<file path="config.mk">
export PLATFORM = sky130hd
export DESIGN_NAME = http_header_byte_parser
export DESIGN_NICKNAME = d
export VERILOG_FILES = /design/src/rtl/core/hhbp_pkg.sv /design/src/rtl/core/hhbp_cfg_regs.sv /design/src/rtl/core/hhbp_parser.sv /design/src/rtl/core/hhbp_out_reg.sv /design/src/rtl/core/http_header_byte_parser.sv
export VERILOG_INCLUDE_DIRS = /design/src /design/src/rtl/core
export SDC_FILE = /design/constraint.sdc
export NUM_CORES = 1
export LEC_CHECK = 0
export BUFFER_PORTS_ARGS = -buffer_cell sky130_fd_sc_hd__buf_4
export CAP_MARGIN = 40
export CORE_MARGIN = 3
export CORE_UTILIZATION = 35
export DETAILED_ROUTE_END_ITERATION = 12
export GPL_TIMING_DRIVEN = 0
export HOLD_SLACK_MARGIN = 0.05
export RECOVER_POWER = 25
export SLEW_MARGIN = 25
export SYNTH_ARGS = -nofsm -noshare
export SYNTH_HDL_FRONTEND = slang
export SYNTH_SLANG_ARGS = --single-unit
</file>
<file path="constraint.sdc">
create_clock -name clk -period 5.85 [get_ports clk]
set_clock_uncertainty 0.1 [all_clocks]
set_input_delay 0.2925 -clock clk [delete_from_list [all_inputs] [get_ports clk]]
set_output_delay 0.2925 -clock clk [all_outputs]
set_load 0.005 [all_outputs]
</file>
<file path="src/rtl/core/http_header_byte_parser_macros.svh">
// Assertion macros shared by the HTTP header byte parser RTL.
// Users must have clk and rst_n in scope; no other dependencies.
`ifndef HTTP_HEADER_BYTE_PARSER_MACROS_SVH
`define HTTP_HEADER_BYTE_PARSER_MACROS_SVH

// Same-cycle implication, checked outside reset.
`define HHBP_ASSERT_IMPL(lbl, ante, cons, msg) \
  lbl: assert property (@(posedge clk) disable iff (!rst_n) (ante) |-> (cons)) \
    else $error(msg);

// Next-cycle implication, checked outside reset.
`define HHBP_ASSERT_NEXT(lbl, ante, cons, msg) \
  lbl: assert property (@(posedge clk) disable iff (!rst_n) (ante) |=> (cons)) \
    else $error(msg);

`endif

</file>
<file path="src/rtl/core/hhbp_pkg.sv">
// Shared types, codes and constants for the HTTP header byte parser.
// No dependencies; imported by every module of the block.
package hhbp_pkg;

  localparam int NAME_W  = 10;
  localparam int VALUE_W = 13;
  localparam int BYTE_W  = 8;
  localparam int STATE_W = 3;
  localparam int CFG_AW  = 3;
  localparam int CFG_DW  = 32;

  localparam int NAME_LIMIT_MAX_DEF  = 1023;
  localparam int VALUE_LIMIT_MAX_DEF = 8191;

  localparam logic [NAME_W-1:0]  NAME_LIMIT_RST  = NAME_W'(256);
  localparam logic [VALUE_W-1:0] VALUE_LIMIT_RST = VALUE_W'(4096);

  // Register indexes, taken from paddr[2].
  localparam logic REG_NAME_LIMIT  = 1'b0;
  localparam logic REG_VALUE_LIMIT = 1'b1;

  // Input command codes.
  localparam logic CMD_DATA    = 1'b0;
  localparam logic CMD_RESTART = 1'b1;

  // Parser states.
  localparam logic [STATE_W-1:0] ST_LINE_START  = 3'd0;
  localparam logic [STATE_W-1:0] ST_CONT_WS     = 3'd1;
  localparam logic [STATE_W-1:0] ST_NAME        = 3'd2;
  localparam logic [STATE_W-1:0] ST_SPACE       = 3'd3;
  localparam logic [STATE_W-1:0] ST_VALUE_START = 3'd4;
  localparam logic [STATE_W-1:0] ST_VALUE       = 3'd5;
  localparam logic [STATE_W-1:0] ST_LF_ONE      = 3'd6;
  localparam logic [STATE_W-1:0] ST_LF_TWO      = 3'd7;

  // Result status codes.
  localparam logic [1:0] RES_MORE = 2'd0;
  localparam logic [1:0] RES_OK   = 2'd1;
  localparam logic [1:0] RES_FAIL = 2'd2;

  // Characters of interest.
  localparam logic [BYTE_W-1:0] CH_CR    = 8'h0D;
  localparam logic [BYTE_W-1:0] CH_LF    = 8'h0A;
  localparam logic [BYTE_W-1:0] CH_COLON = 8'h3A;
  localparam logic [BYTE_W-1:0] CH_SPACE = 8'h20;
  localparam logic [BYTE_W-1:0] CH_TAB   = 8'h09;
  localparam logic [BYTE_W-1:0] CH_DEL   = 8'h7F;
  localparam logic [BYTE_W-1:0] CH_CTL_TOP = 8'h1F;

  typedef struct packed {
    logic [NAME_W-1:0]  name_lim;
    logic [VALUE_W-1:0] value_lim;
  } limits_t;

  // Field order matches out_tuser from bit 0 up, then the echoed byte.
  typedef struct packed {
    logic [BYTE_W-1:0] byte_out;
    logic              header_done;
    logic              value_first;
    logic              value_char;
    logic              name_first;
    logic              name_char;
    logic [1:0]        status;
  } result_t;

  function automatic logic is_ctl(input logic [BYTE_W-1:0] b);
    return (b <= CH_CTL_TOP) || (b == CH_DEL);
  endfunction

endpackage

</file>
<file path="src/rtl/core/hhbp_cfg_regs.sv">
// APB register bank holding the name and value length limits.
// Depends on hhbp_pkg; delivers the limits clamped to the build-time maxima.
module hhbp_cfg_regs import hhbp_pkg::*; #(
  parameter int NAME_LIMIT_MAX  = NAME_LIMIT_MAX_DEF,
  parameter int VALUE_LIMIT_MAX = VALUE_LIMIT_MAX_DEF
) (
  input  logic              clk,
  input  logic              rst_n,
  input  logic              psel,
  input  logic              penable,
  input  logic              pwrite,
  input  logic [CFG_AW-1:0] paddr,
  input  logic [CFG_DW-1:0] pwdata,
  output logic [CFG_DW-1:0] prdata,
  output logic              pready,
  output limits_t           limits
);

  localparam int NAME_REG_MAX  = (1 << NAME_W) - 1;
  localparam int VALUE_REG_MAX = (1 << VALUE_W) - 1;
  localparam logic [NAME_W-1:0] NAME_CAP =
    NAME_W'((NAME_LIMIT_MAX > NAME_REG_MAX) ? NAME_REG_MAX : NAME_LIMIT_MAX);
  localparam logic [VALUE_W-1:0] VALUE_CAP =
    VALUE_W'((VALUE_LIMIT_MAX > VALUE_REG_MAX) ? VALUE_REG_MAX : VALUE_LIMIT_MAX);

  logic [NAME_W-1:0]  name_limit_r;
  logic [VALUE_W-1:0] value_limit_r;
  logic               wr_en;
  logic               reg_sel;

  assign pready  = 1'b1;
  assign wr_en   = psel && penable && pwrite && pready;
  assign reg_sel = paddr[2];

  always_ff @(posedge clk) begin
    if (!rst_n) begin
      name_limit_r  <= NAME_LIMIT_RST;
      value_limit_r <= VALUE_LIMIT_RST;
    end else if (wr_en) begin
      case (reg_sel)
        REG_NAME_LIMIT:  name_limit_r  <= pwdata[NAME_W-1:0];
        REG_VALUE_LIMIT: value_limit_r <= pwdata[VALUE_W-1:0];
        default: ;
      endcase
    end
  end

  always_comb begin
    case (reg_sel)
      REG_NAME_LIMIT:  prdata = CFG_DW'(name_limit_r);
      REG_VALUE_LIMIT: prdata = CFG_DW'(value_limit_r);
      default:         prdata = '0;
    endcase
  end

  assign limits.name_lim  = (name_limit_r > NAME_CAP) ? NAME_CAP : name_limit_r;
  assign limits.value_lim = (value_limit_r > VALUE_CAP) ? VALUE_CAP : value_limit_r;

endmodule

</file>
<file path="src/rtl/core/hhbp_parser.sv">
// Input register, parse state, length counters and the per-byte decision logic.
// Depends on hhbp_pkg and the shared assertion macro header.
`include "http_header_byte_parser_macros.svh"

module hhbp_parser import hhbp_pkg::*; (
  input  logic              clk,
  input  logic              rst_n,
  input  limits_t           limits,
  input  logic              in_valid,
  output logic              in_ready,
  input  logic              in_cmd,
  input  logic [BYTE_W-1:0] in_byte,
  output logic              res_valid,
  input  logic              res_ready,
  output result_t           res
);

  logic               valid_r;
  logic               cmd_r;
  logic [BYTE_W-1:0]  byte_r;
  logic [STATE_W-1:0] state_r, state_nxt;
  logic [NAME_W-1:0]  name_len_r, name_len_nxt;
  logic [VALUE_W-1:0] value_len_r, value_len_nxt;
  logic               advance;
  logic               is_ws;
  logic               plain;
  logic               ctl;

  assign advance   = valid_r && res_ready;
  assign in_ready  = !valid_r || res_ready;
  assign res_valid = valid_r;

  always_ff @(posedge clk) begin
    if (!rst_n) begin
      valid_r <= 1'b0;
    end else if (in_ready) begin
      valid_r <= in_valid;
    end
  end

  always_ff @(posedge clk) begin
    if (in_ready && in_valid) begin
      cmd_r  <= in_cmd;
      byte_r <= in_byte;
    end
  end

  assign is_ws = (byte_r == CH_SPACE) || (byte_r == CH_TAB);
  assign plain = !byte_r[BYTE_W-1];
  assign ctl   = is_ctl(byte_r);

  // A failing byte leaves state and lengths untouched, so defaults hold them.
  always_comb begin
    state_nxt       = state_r;
    name_len_nxt    = name_len_r;
    value_len_nxt   = value_len_r;
    res             = '0;
    res.status      = RES_FAIL;
    res.byte_out    = byte_r;
    if (cmd_r == CMD_RESTART) begin
      state_nxt     = ST_LINE_START;
      name_len_nxt  = '0;
      value_len_nxt = '0;
      res.status    = RES_MORE;
    end else begin
      case (state_r)
        ST_LINE_START: begin
          if (byte_r == CH_CR) begin
            state_nxt  = ST_LF_TWO;
            res.status = RES_MORE;
          end else if (is_ws) begin
            // Folding is only legal once some header name has been seen.
            if (name_len_r != '0) begin
              state_nxt  = ST_CONT_WS;
              res.status = RES_MORE;
            end
          end else if (plain) begin
            name_len_nxt   = NAME_W'(1);
            state_nxt      = ST_NAME;
            res.name_char  = 1'b1;
            res.name_first = 1'b1;
            res.status     = RES_MORE;
          end
        end
        ST_CONT_WS: begin
          if (byte_r == CH_CR) begin
            state_nxt  = ST_LF_ONE;
            res.status = RES_MORE;
          end else if (is_ws) begin
            res.status = RES_MORE;
          end else if (!ctl && (value_len_r < limits.value_lim)) begin
            value_len_nxt  = value_len_r + 1'b1;
            state_nxt      = ST_VALUE;
            res.value_char = 1'b1;
            res.status     = RES_MORE;
          end
        end
        ST_NAME: begin
          if (byte_r == CH_COLON) begin
            state_nxt  = ST_SPACE;
            res.status = RES_MORE;
          end else if (plain && (name_len_r < limits.name_lim)) begin
            name_len_nxt  = name_len_r + 1'b1;
            res.name_char = 1'b1;
            res.status    = RES_MORE;
          end
        end
        ST_SPACE: begin
          if (byte_r == CH_SPACE) begin
            state_nxt  = ST_VALUE_START;
            res.status = RES_MORE;
          end
        end
        ST_VALUE_START: begin
          if (!ctl) begin
            value_len_nxt   = VALUE_W'(1);
            state_nxt       = ST_VALUE;
            res.value_char  = 1'b1;
            res.value_first = 1'b1;
            res.status      = RES_MORE;
          end
        end
        ST_VALUE: begin
          if (byte_r == CH_CR) begin
            res.header_done = 1'b1;
            state_nxt       = ST_LF_ONE;
            res.status      = RES_MORE;
          end else if (!ctl && (value_len_r < limits.value_lim)) begin
            value_len_nxt  = value_len_r + 1'b1;
            res.value_char = 1'b1;
            res.status     = RES_MORE;
          end
        end
        ST_LF_ONE: begin
          if (byte_r == CH_LF) begin
            state_nxt  = ST_LINE_START;
            res.status = RES_MORE;
          end
        end
        ST_LF_TWO: begin
          // Block is complete; the machine parks here until a restart.
          if (byte_r == CH_LF) begin
            res.status = RES_OK;
          end
        end
        default: ;
      endcase
    end
  end

  always_ff @(posedge clk) begin
    if (!rst_n) begin
      state_r     <= ST_LINE_START;
      name_len_r  <= '0;
      value_len_r <= '0;
    end else if (advance) begin
      state_r     <= state_nxt;
      name_len_r  <= name_len_nxt;
      value_len_r <= value_len_nxt;
    end
  end

  `HHBP_ASSERT_IMPL(a_fail_no_tags, valid_r && (res.status == RES_FAIL), ({res.name_char, res.name_first, res.value_char, res.value_first, res.header_done} == 5'b0), "failure result carries tags")
  `HHBP_ASSERT_NEXT(a_restart_clears, advance && (cmd_r == CMD_RESTART), (state_r == ST_LINE_START) && (name_len_r == '0) && (value_len_r == '0), "restart did not clear parser")
  `HHBP_ASSERT_NEXT(a_done_to_lf, advance && res.header_done, state_r == ST_LF_ONE, "header_done without move to LF wait")
  `HHBP_ASSERT_NEXT(a_value_first_len, advance && res.value_first, value_len_r == VALUE_W'(1), "value start did not set length to one")

endmodule

</file>
<file path="src/rtl/core/hhbp_out_reg.sv">
// Result register for the parser's output stream.
// Depends on hhbp_pkg; holds one result while the receiver stalls.
module hhbp_out_reg import hhbp_pkg::*; (
  input  logic              clk,
  input  logic              rst_n,
  input  logic              res_valid,
  output logic              res_ready,
  input  result_t           res,
  output logic              out_tvalid,
  input  logic              out_tready,
  output logic [BYTE_W-1:0] out_tdata,
  output logic [6:0]        out_tuser
);

  logic    valid_r;
  result_t res_r;

  assign res_ready = !valid_r || out_tready;

  always_ff @(posedge clk) begin
    if (!rst_n) begin
      valid_r <= 1'b0;
    end else if (res_ready) begin
      valid_r <= res_valid;
    end
  end

  always_ff @(posedge clk) begin
    if (res_ready && res_valid) begin
      res_r <= res;
    end
  end

  assign out_tvalid = valid_r;
  assign out_tdata  = res_r.byte_out;
  assign out_tuser  = {res_r.header_done, res_r.value_first, res_r.value_char,
                       res_r.name_first, res_r.name_char, res_r.status};

endmodule

</file>
<file path="src/rtl/core/http_header_byte_parser.sv">
// HTTP header byte parser, top level.
// Depends on hhbp_pkg, hhbp_cfg_regs, hhbp_parser and hhbp_out_reg.
//
// Usage: header bytes arrive one per request on the in_ stream. in_tuser
// is the command (0 parses in_tdata, 1 restarts at line start and clears
// both lengths). Every request yields exactly one result request on the
// out_ stream: out_tdata echoes the byte, out_tuser carries the status
// (more, complete, failure) and the name/value tags that downstream logic
// uses to assemble header strings. A failing byte leaves the parser state
// unchanged, so the next byte is judged in the same context.
// A taken byte is captured in the input register, decided combinationally
// from it, and its result is registered in the result stage. Throughput
// is one byte per cycle while the receiver does not stall; the only loop
// is the state and length counter update, closed through the decision logic.
// When the receiver stalls, the result register holds its request and the
// input register still takes one more byte, so input ready drops only once
// both stages are full. Reset (synchronous, active low) empties both
// stages, returns the parser to line start, zeroes the lengths and loads
// the limit registers with 256 and 4096. Limits are written over the APB
// port while the stream is idle; they are capped at the build-time maxima.
module http_header_byte_parser import hhbp_pkg::*; #(
  parameter int NAME_LIMIT_MAX  = NAME_LIMIT_MAX_DEF,
  parameter int VALUE_LIMIT_MAX = VALUE_LIMIT_MAX_DEF
) (
  input  logic              clk,
  input  logic              rst_n,
  // Input stream.
  input  logic              in_tvalid,
  output logic              in_tready,
  input  logic [7:0]        in_tdata,   // [7:0] data_byte
  input  logic              in_tuser,   // [0] command
  // Result stream.
  output logic              out_tvalid,
  input  logic              out_tready,
  output logic [7:0]        out_tdata,  // [7:0] byte_out
  output logic [6:0]        out_tuser,  // [1:0] status, [2] name_char, [3] name_first,
                                        // [4] value_char, [5] value_first, [6] header_done
  // Configuration port.
  input  logic              cfg_psel,
  input  logic              cfg_penable,
  input  logic              cfg_pwrite,
  input  logic [CFG_AW-1:0] cfg_paddr,
  input  logic [CFG_DW-1:0] cfg_pwdata,
  output logic [CFG_DW-1:0] cfg_prdata,
  output logic              cfg_pready
);

  limits_t limits;
  result_t res;
  logic    res_valid;
  logic    res_ready;

  hhbp_cfg_regs #(
    .NAME_LIMIT_MAX (NAME_LIMIT_MAX),
    .VALUE_LIMIT_MAX(VALUE_LIMIT_MAX)
  ) u_cfg (
    .clk    (clk),
    .rst_n  (rst_n),
    .psel   (cfg_psel),
    .penable(cfg_penable),
    .pwrite (cfg_pwrite),
    .paddr  (cfg_paddr),
    .pwdata (cfg_pwdata),
    .prdata (cfg_prdata),
    .pready (cfg_pready),
    .limits (limits)
  );

  // Decision stage: registered byte in, next state and tags out.
  hhbp_parser u_parser (
    .clk      (clk),
    .rst_n    (rst_n),
    .limits   (limits),
    .in_valid (in_tvalid),
    .in_ready (in_tready),
    .in_cmd   (in_tuser),
    .in_byte  (in_tdata),
    .res_valid(res_valid),
    .res_ready(res_ready),
    .res      (res)
  );

  // Result stage decouples the parser from a stalling receiver.
  hhbp_out_reg u_out (
    .clk       (clk),
    .rst_n     (rst_n),
    .res_valid (res_valid),
    .res_ready (res_ready),
    .res       (res),
    .out_tvalid(out_tvalid),
    .out_tready(out_tready),
    .out_tdata (out_tdata),
    .out_tuser (out_tuser)
  );

endmodule
</file>
Yosys cells after proc, flatten, opt, wreduce, memory -nomap -nowiden

Index checks and enable logic that the tools add are counted.

Add/sub/neg operators: 2
$lt $le $gt $ge: 5
Equality and inequality tests: 30
Muxes and demuxes: 57
Bitwise operators: 4
Reductions and logical operators: 27

Operators by type and width:

| cell                    | number |
|---|---|
| $mux W13                | 7 |
| $mux W10                | 7 |
| $pmux W32 S2            | 1 |
| $mux W3                 | 14 |
| $pmux W13 S3            | 1 |
| $mux W2                 | 13 |
| $eq A8 B4 Y1 const B    | 3 |
| $ne A3 B2 Y1 const B    | 8 |
| $pmux W3 S7             | 1 |
| $pmux W10 S2            | 1 |
| $eq A8 B6 Y1 const B    | 2 |
| $pmux W2 S8             | 1 |
| $ne A3 B1 Y1 const B    | 5 |
| $add A13 B1 Y13 const B | 1 |
| $gt A13 B13 Y1 const B  | 1 |
| $lt A13 B13 Y1          | 1 |
| $eq A3 B3 Y1 const B    | 4 |
| $reduce_and A11 Y1      | 1 |
| $add A10 B1 Y10 const B | 1 |
| $gt A10 B10 Y1 const B  | 1 |
| $lt A10 B10 Y1          | 1 |
| $ne A5 B4 Y1 const B    | 2 |
| $reduce_bool A10 Y1     | 1 |
| $eq A8 B7 Y1 const B    | 1 |
| 22 further kinds        | 46 |

Register bits: 75
Input bits: 51
Output and inout port bits: 50
Logic and storage cells: 141

Depth between registers and ports, before layout

Gate-level depths: netlist of run 1.

Depth after elaboration: 9
Gate-level depth with buffers: 10
Mapped depth without buffers: 9

Modules after synthesis

Synthesis of run 1 repeated with hierarchy kept, for this count alone.

Cells, all modules: 519
Area total of the unflattened synthesis: 4616.9 µm²

By module, submodules not included:

| module        | times used | cells an instance | area an instance (µm²) | sequential area each (µm²) |
|---|---|---|---|---|
| hhbp_parser   | 1          | 347               | 2796.4                 | 810.8 |
| hhbp_cfg_regs | 1          | 152               | 1312.5                 | 460.4 |
| hhbp_out_reg  | 1          | 20                | 508.0                  | 470.5 |

Worst setup path before layout of run 1

No wires, ideal clock.

Path type: register to register
Start: reg u_parser.value_len_r[10]
End: reg u_parser.value_len_r[6]
Library setup time: 0.059 ns
Arrival time: 2.288 ns
Required time: 5.691 ns
Setup slack: 3.403 ns
Cell stages (with the launch flop): 9
Path buffers: 0
Period minus slack after synthesis: 2.447 ns
Cell sequence: dfxtp_1 ha_1 and4_1 a21oi_1 nor3b_2 o21ai_2 or4_1 or3b_2 nand2_1

Longest elaborated chain between the ends: 7
Elaborated cells on any way between the ends: 8
Those cells by class: order compare: 1; mux: 6; reduce/logical: 1

RTL lines:

| what                   | RTL line                              | text |
|---|---|---|
| from (decl)            | hhbp_parser.sv:23                     | `logic [VALUE_W-1:0] value_len_r, value_len_nxt;` |
| from (signal assigned) | hhbp_parser.sv:159                    | `value_len_r <= value_len_nxt;` |
| $lt A13 B13 Y1 *       | hhbp_parser.sv:91, hhbp_parser.sv:128 |  |
| $logic_and A1 B1 Y1 *  | hhbp_parser.sv:91, hhbp_parser.sv:128 |  |
| $mux W13 *             | --                                    |  |
| $mux W13 (2 in series) | --                                    |  |
| $pmux W13 S3 *         | --                                    |  |
| $mux W13 *             | --                                    |  |

Mark *: on every way between the ends. The rest lies on a longest branch, timed or not. The select of a mux whose other input is x is not followed.
A chain may end at the register's enable or synchronous reset.

Final worst setup path of run 1

Start: reg u_out.valid_r (netlist: u_out.out_tvalid)
End: reg u_parser.name_len_r[8]

Longest elaborated chain between the ends: 4

RTL lines:

| what                               | RTL line           | text |
|---|---|---|
| from (decl)                        | hhbp_out_reg.sv:15 | `logic valid_r;` |
| from (signal assigned)             | hhbp_out_reg.sv:24 | `valid_r <= res_valid;` |
| $logic_not A1 Y1                   | hhbp_out_reg.sv:18 | `assign res_ready = !valid_r \|\| out_tready;` |
| $logic_or A1 B1 Y1                 | hhbp_out_reg.sv:18 |  |
| $logic_and A1 B1 Y1                | hhbp_parser.sv:29  | `assign advance = valid_r && res_ready;` |
| via u_parser.advance               | hhbp_parser.sv:24  | `logic advance;` |
| $reduce_and A7 Y1 (no source line) | --                 |  |
| to (signal assigned)               | hhbp_parser.sv:158 | `name_len_r <= name_len_nxt;` |
| to (decl)                          | hhbp_parser.sv:22  | `logic [NAME_W-1:0] name_len_r, name_len_nxt;` |

The timed path passes the listed nets, and every way through them passes these cells.

==> key figures, run 1 <==
Setup path
  – Worst EP required: 5.98 ns
  – Critical path type: reg2reg
  – WP data arrival: 3.33 ns
  – RR Endpoint: u_parser.name_len_r[8]$_SDFFE_PN0P_
  – FF-to-FF Start: u_out.out_tvalid$_SDFFE_PN0P_
  – Worst reg2reg path depth: 8
  – CP Max Fanout: 20
  – R2R setup slack: 2.65 ns
  – Worst setup SP type: flip-flop
  – Crit. End Element: flip-flop
  – Worst setup path start: u_out.out_tvalid$_SDFFE_PN0P_
  – Worst setup path endpoint: u_parser.name_len_r[8]$_SDFFE_PN0P_

Power
  – Pleak: 2.14 nW
  – VDD IR-drop max: 0.105 mV
  – Power per standard cell area: 220 nW/um^2

Drt
  – First-pass detailed-route iteration total: 5
  – WL per Instance: 15.1 um
  – Routed WL: 12100 um
  – Via count: 4196
  – Antenna viol nets, final: 0
  – DR iter-0 viols: 209
  – Residual DRC count: 0
  – Via density: 5.23

Synth
  – Share of Yosys cell area claimed by the top area cell type: 22.6%
  – Yosys reg bits: 75
  – Asr flop ratio synth: 0%
  – Mapped cell area: 4520 um^2
  – Yosys cell types: 70
  – Count leader, synth: nand2_1
  – Avg Synthesized Cell Area: 8.48 um^2
  – Number of synthesized flops with an enable pin: 24
  – Syn. warnings: 0
  – Syn Inst Count: 533
  – Post-synth top area cell: dfxtp_1
  – Register area share after synthesis: 38.5%
  – Post-synth top flop: dfxtp_1
  – Synth area leaders: dfxtp_1 (23%), edfxtp_1 (16%), ha_1 (6.6%)
  – Commonest cells post-synth: nand2_1 (77), dfxtp_1 (51), a21oi_1 (40), nand3_1 (38), inv_1 (31)

CTS
  – Later-pin clock latency in the skew report: 0.33 ns
  – TritonCTS Buffers: 9
  – Clock sinks: 75
  – H-tree depth: 3
  – Root Buffer Master: clkbuf_16
  – CTS tree: done
  – Clk slew on worst S/H paths: 0.06 ns
  – Post-cts repair resize count: 0
  – CTS Buffer Depth: 2

Run
  – Max-cap violations: 0

GRT
  – Largest net degree at the start of global routing: 21
  – First-pass GRT wire length: 19700 um
  – Vias in the first global route: 4001
  – Gr usage total: 17.0%
  – Overflow after GRT: 0
  – Initial antenna violation count: 0

Worst hold path
  – Tightest Hold Check Type: in2reg

Finish
  – Layout fillers: 1229
  – Layout cells sized above 1: 19.8%
  – Post-layout net count: 705
  – Reg area: 1740 um^2
  – Area occupied by multi-input gates: 2410 um^2
  – N_diodes: 0
  – Layout area overhead: 24.1%
  – Design area: 5610 um^2

Timing
  – Final hold violation count: 0
  – Achievable Freq: 0.313 GHz
  – Final period util: 54.6%
  – Final Setup Violations: 0
  – Unrepaired setup endpoints after global routing: false
  – Pins Over Slew Limit: 0
  – Tightest Pin Transition: 0.774 ns
  – Sum Neg Setup Slack: 0 ns
  – Hold Slack: 0.0842 ns
  – Min Tclk post-route: 3.20 ns
  – Slew headroom: 48.3%

Floorplan
  – Initial cell density of the core: 36.7%
  – Die area: 14300 um^2
  – Boundary pin count: 101
  – Row cnt: 40
  – Die X: 120 um
  – Die height: 120 um
  – Core ar.: 12300 um^2

Placement
  – Gpl congestion: 0.939
  – Final HPWL DP: 8950 um
  – Cell Area, Placed: 5240 um^2
  – IO buf count: 58

Status
  – Status: complete, no violations
[report_power, final]
group | internal (mW) | switching, mW
sequential | 0.552 | 0.0114
combinational | 0.0578 | 0.0700
clock | 0.324 | 0.220
total | 0.933 | 0.301
[state kept, by name, indices dropped and copies added, names as in the netlist]
register / cells
u_parser.byte_r: 8
u_parser.res_valid: 1
u_parser.name_len_r: 10
u_cfg.name_limit_r: 10
u_parser.state_r: 3
u_parser.value_len_r: 13
u_out.out_tuser: 7
u_out.out_tdata: 8
u_cfg.value_limit_r: 13
u_parser.cmd_r: 1
u_out.out_tvalid: 1
[critical path, stage by stage, from the launching register on]
cell      delay, ns
dfxtp_1        0.34
nor2b_1        0.25
or2b_2         0.21
clkinv_1       0.58
a21oi_1        0.78
clkbuf_1       0.43
nand3_1        0.14
o211a_1        0.22
o41ai_1        0.05
[cells by family after synthesis]
kind of cell / synth area share, %
flip-flops: 38.5
adder cells (fa/ha/maj): 6.64
AND/OR/NAND/NOR: 22.4
other: 0.166
buffers and inverters: 9.71
AO/OA/AOI/OAI: 22.3
multiplexers: 0.249
[through the flow]
step / power [mW] / utilization [%] / std cells / setup slack, ns
after global routing: 1.28 / 45.5 / 803 / 2.37
after detailed placement: 0.698 / 42.6 / 778 / 2.64
after floorplan: 0.646 / - / 551 / 3.40
after CTS: 1.25 / 45.7 / 803 / 2.67
final: 1.23 / 45.5 / 803 / 2.65
after global placement: 0.695 / 42.5 / 777 / 2.74
[routing by layer]
metal	global-route usage [%]	vias to the layer above	part of all wire [%]
li1	-	2081	-
met1	22.8	1972	47
met2	27.2	119	46
met3	3.06	24	4.3
met4	7.02	0	2.5
met5	0	-	0
[cell usage in the layout (no fill, tap or decap), types with 7 or more instances in the layout]
cell | Yosys | layout
nor2_1 | 30 | 30
clkbuf_16 | 0 | 10
o21ai_0 | 17 | 17
ha_1 | 24 | 24
o31ai_1 | 18 | 18
nand2_1 | 77 | 77
and3_1 | 12 | 12
a21oi_1 | 40 | 40
clkbuf_1 | 16 | 22
inv_1 | 31 | 32
clkbuf_4 | 0 | 16
buf_4 | 20 | 60
o211a_1 | 7 | 7
nand3_1 | 38 | 38
dfxtp_1 | 51 | 51
o21ai_2 | 12 | 12
dlygate4sd3_1 | 0 | 9
nor3_1 | 8 | 8
edfxtp_1 | 24 | 24
conb_1 | 2 | 20
[what timing repair did]
item,in CTS,in global routing
setup endpoints to repair,0,0
hold buffers,9,0
setup buffers,0,0
endpoints found under the hold margin,9,0
[worst min-delay path by stage]
| stage | slack [ns] | to | cells past startpoint | startpoint |
|---|---|---|---|---|
| 6_report | 0.08 | u_parser.res_valid$_SDFFE_PN0N_ | 3 | in_tvalid |
| 5_1_grt | 0.08 | u_cfg.value_limit_r[12]$_SDFFE_PN1P_ | 3 | cfg_pwdata[12] |
| 4_1_cts | 0.07 | u_parser.res_valid$_SDFFE_PN0N_ | 3 | in_tvalid |
| 3_5_place_dp | 0.35 | u_cfg.name_limit_r[9]$_SDFFE_PN0P_ | 2 | u_cfg.name_limit_r[9]$_SDFFE_PN0P_ |
| 3_3_place_gp | 0.34 | u_cfg.name_limit_r[7]$_SDFFE_PN0P_ | 2 | u_cfg.name_limit_r[7]$_SDFFE_PN0P_ |
| 2_1_floorplan | 0.29 | u_parser.byte_r[0]$_DFFE_PP_ | 0 | in_tdata[0] |
[area by class of cell]
class / instances / area share (%)
Buffer: 47 / 5.38
Clock buffer: 12 / 4.77
Clock inverter: 4 / 0.424
Inverter: 34 / 2.28
Multi-Input combinational cell: 395 / 42.9
Sequential cell: 75 / 31.1
Tap cell: 168 / 3.75
Timing Repair Buffer: 68 / 9.42
Note: power is estimated with default switching activity, not from simulation.
==> run 2: changes to the inputs <==
==> constraint.sdc (replaced) <==
create_clock -name clk -period 2.7 [get_ports clk]
set_clock_uncertainty 0.1 [all_clocks]
set_input_delay 0.135 -clock clk [delete_from_list [all_inputs] [get_ports clk]]
set_output_delay 0.135 -clock clk [all_outputs]
set_load 0.005 [all_outputs]
==> run 2 against run 1 <==
Critical path depth down 1. Worst setup slack worse by 2.6 ns. Final area increased by 5.3%. Sequential power grew 120%. Maximum frequency is 21% higher. Sequential share of layout area shrank 1.5 points. Die area is the same. First-iteration DRC count rose by 4.3%. Critical endpoint is now u_parser.state_r[2]$_SDFFE_PN0P_.
==> key figures, run 2 (synthesis gave the netlist of run 1 again) <==
Finish
  – Post-layout net count: 729 (+3.4%)
  – Layout area overhead: 30.7%
  – Most common cell after layout, fill and taps aside: nand2_1
  – Layout fillers: 1198 (-2.5%)
  – Commonest cells after routing, fill and taps aside: nand2_1 (77), buf_4 (63), dfxtp_1 (46), nand3_1 (37), a21oi_1 (37)
  – N_diodes: 0 (unchanged)
  – Layout cells sized above 1: 22.0% (+2.2 points)
  – Reg area: 1750 um^2 (+0.36%)
  – Area occupied by multi-input gates: 2470 um^2 (+2.4%)
  – Design area: 5910 um^2 (+5.3%)
  – Largest regs: u_cfg.value_limit_r x13, u_parser.value_len_r x13

Drt
  – Antenna viol nets, final: 0 (unchanged)
  – WL per Instance: 15.0 um (-0.58%)
  – Via density: 5.21 (-0.29%)
  – First-pass detailed-route iteration total: 5 (unchanged)
  – Residual DRC count: 0 (unchanged)
  – DR iter-0 viols: 218 (+4.3%)
  – Via count: 4309 (+2.7%)
  – Routed WL: 12400 um (+2.4%)

CTS
  – TritonCTS Buffers: 9 (unchanged)
  – Root Buffer Master: clkbuf_16
  – H-tree depth: 3 (unchanged)
  – Clk slew on worst S/H paths: 0.06 ns (about the same)
  – Later-pin clock latency in the skew report: 0.34 ns (about the same)
  – CTS tree: done
  – Clock sinks: 75 (unchanged)
  – CTS Buffer Depth: 2 (unchanged)

Worst hold path
  – HP Start: out_tready
  – WHS Endpoint: u_parser.res_valid$_SDFFE_PN0N_
  – Tightest Hold Check Type: in2reg
  – Worst hold path stage count: 4 (+1)

Timing
  – Final Setup Violations: 0 (unchanged)
  – Tightest Pin Transition: 0.649 ns (-0.125 ns)
  – Final hold violation count: 0 (unchanged)
  – Sum Neg Setup Slack: 0 ns (unchanged)
  – Slew headroom: 56.7% (+8.4 points)
  – Achievable Freq: 0.378 GHz (+21%)
  – Min Tclk post-route: 2.64 ns (-0.552 ns)
  – Final period util: 98.0% (+43 points)
  – Pins Over Slew Limit: 0 (unchanged)

Placement
  – Final HPWL DP: 8950 um (unchanged)
  – IO buf count: 58 (unchanged)
  – Cell Area, Placed: 5240 um^2 (unchanged)
  – Gpl congestion: 0.939 (unchanged)

Setup path
  – Worst setup SP type: flip-flop
  – WP data arrival: 2.79 ns (-0.54 ns)
  – FF-to-FF Start: u_parser.byte_r[4]$_DFFE_PP_
  – Crit. End Element: flip-flop
  – Worst EP required: 2.85 ns (-3.13 ns)
  – Critical path type: reg2reg
  – RR Endpoint: u_parser.state_r[2]$_SDFFE_PN0P_
  – Worst reg2reg path depth: 7 (-1)
  – CP Max Fanout: 7 (-65%)
  – R2R setup slack: 0.06 ns (-2.60 ns)

GRT
  – First-pass GRT wire length: 20100 um (+1.9%)
  – Gr usage total: 17.3% (+0.30 points)
  – Vias in the first global route: 4068 (+1.7%)
  – Initial antenna violation count: 0 (unchanged)
  – Largest net degree at the start of global routing: 21 (unchanged)
  – Overflow after GRT: 0 (unchanged)

Floorplan
  – Core ar.: 12300 um^2 (unchanged)
  – Initial cell density of the core: 36.7% (unchanged)
  – Die area: 14300 um^2 (unchanged)
  – Die X: 120 um (unchanged)
  – Boundary pin count: 101 (unchanged)
  – Row cnt: 40 (unchanged)
  – Die height: 120 um (unchanged)

Power
  – Power per standard cell area: 459 nW/um^2 (+110%)
  – VDD IR-drop max: 0.234 mV (+120%)
  – Pleak: 2.27 nW (+6.1%)

Status
  – Status: complete, no violations

Run
  – Max-cap violations: 0 (unchanged)
run 2: changes by cell type in the layout (fill, tap and decap cells not counted), moves of 3 or more:
cell | before | now
a21oi_1 | 40 | 37
buf_4 | 60 | 63
clkbuf_1 | 22 | 19
dfxtp_1 | 51 | 46
dfxtp_2 | 0 | 5
dlygate4sd3_1 | 9 | 27
run 2: how the worst max path moves through the flow:
stage	from	to	slack [ns]	depth (start not counted)
floorplan	u_parser.value_len_r[10]$_SDFFE_PN0P_	u_parser.value_len_r[6]$_SDFFE_PN0P_	0.25	8
global placement	u_out.out_tvalid$_SDFFE_PN0P_	u_parser.name_len_r[7]$_SDFFE_PN0P_	-0.35	8
detailed placement	u_out.out_tvalid$_SDFFE_PN0P_	u_parser.name_len_r[7]$_SDFFE_PN0P_	-0.45	8
CTS	u_parser.value_len_r[10]$_SDFFE_PN0P_	u_parser.value_len_r[6]$_SDFFE_PN0P_	0.0009	8
global route	u_cfg.value_limit_r[10]$_SDFFE_PN0P_	u_parser.value_len_r[6]$_SDFFE_PN0P_	-0.006	9
finish	u_parser.byte_r[4]$_DFFE_PP_	u_parser.state_r[2]$_SDFFE_PN0P_	0.06	7
run 2: through the flow:
stage | worst slack (ns) | utilization, % | power, mW | std cells | hold slack, ns
floorplan | 0.253 | - | 1.40 | 551 | 0.134
global placement | -0.351 | 42.5 | 1.51 | 777 | 0.214
detailed placement | -0.446 | 42.6 | 1.51 | 778 | 0.215
CTS | 0.000913 | 47.5 | 2.73 | 824 | 0.0561
global route | -0.00573 | 48.0 | 2.82 | 827 | 0.0977
finish | 0.0551 | 48.0 | 2.71 | 827 | 0.0764
run 2: worst max-delay path: stages (launching register included):
cell      delay (ns)
edfxtp_1        0.48
or4_4           0.60
o31a_1          0.29
o221ai_1        0.22
o311a_1         0.24
nand2_1         0.09
a2111o_1        0.35
a21oi_1         0.20
run 2: layout make-up:
type | instances | area share [%]
Multi-Input combinational cell | 395 | 41.7
Sequential cell | 75 | 29.6
Timing Repair Buffer | 94 | 12.8
Buffer | 45 | 5.17
Clock buffer | 12 | 4.53
Tap cell | 168 | 3.56
Inverter | 34 | 2.18
Clock inverter | 4 | 0.402
run 2: power breakdown:
group,total (mW),internal (mW),switching [mW]
sequential,1.22,1.20,0.0214
clock,1.18,0.701,0.476
combinational,0.317,0.152,0.165
total,2.71,2.05,0.662
run 2: metal layers:
layer	up-vias	routed length (um)	GRT usage (%)
li1	2128	-	-
met1	2026	5760	23.0
met2	133	5800	28.1
met5	-	0	0
met3	22	581	3.02
met4	0	293	6.80
run 2: repair_timing:
item,4_1_cts,5_1_grt
gates resized for setup,5,12
endpoints found under the hold margin,35,0
setup buffers,3,5
hold buffers,27,0
setup endpoints to repair,11,22
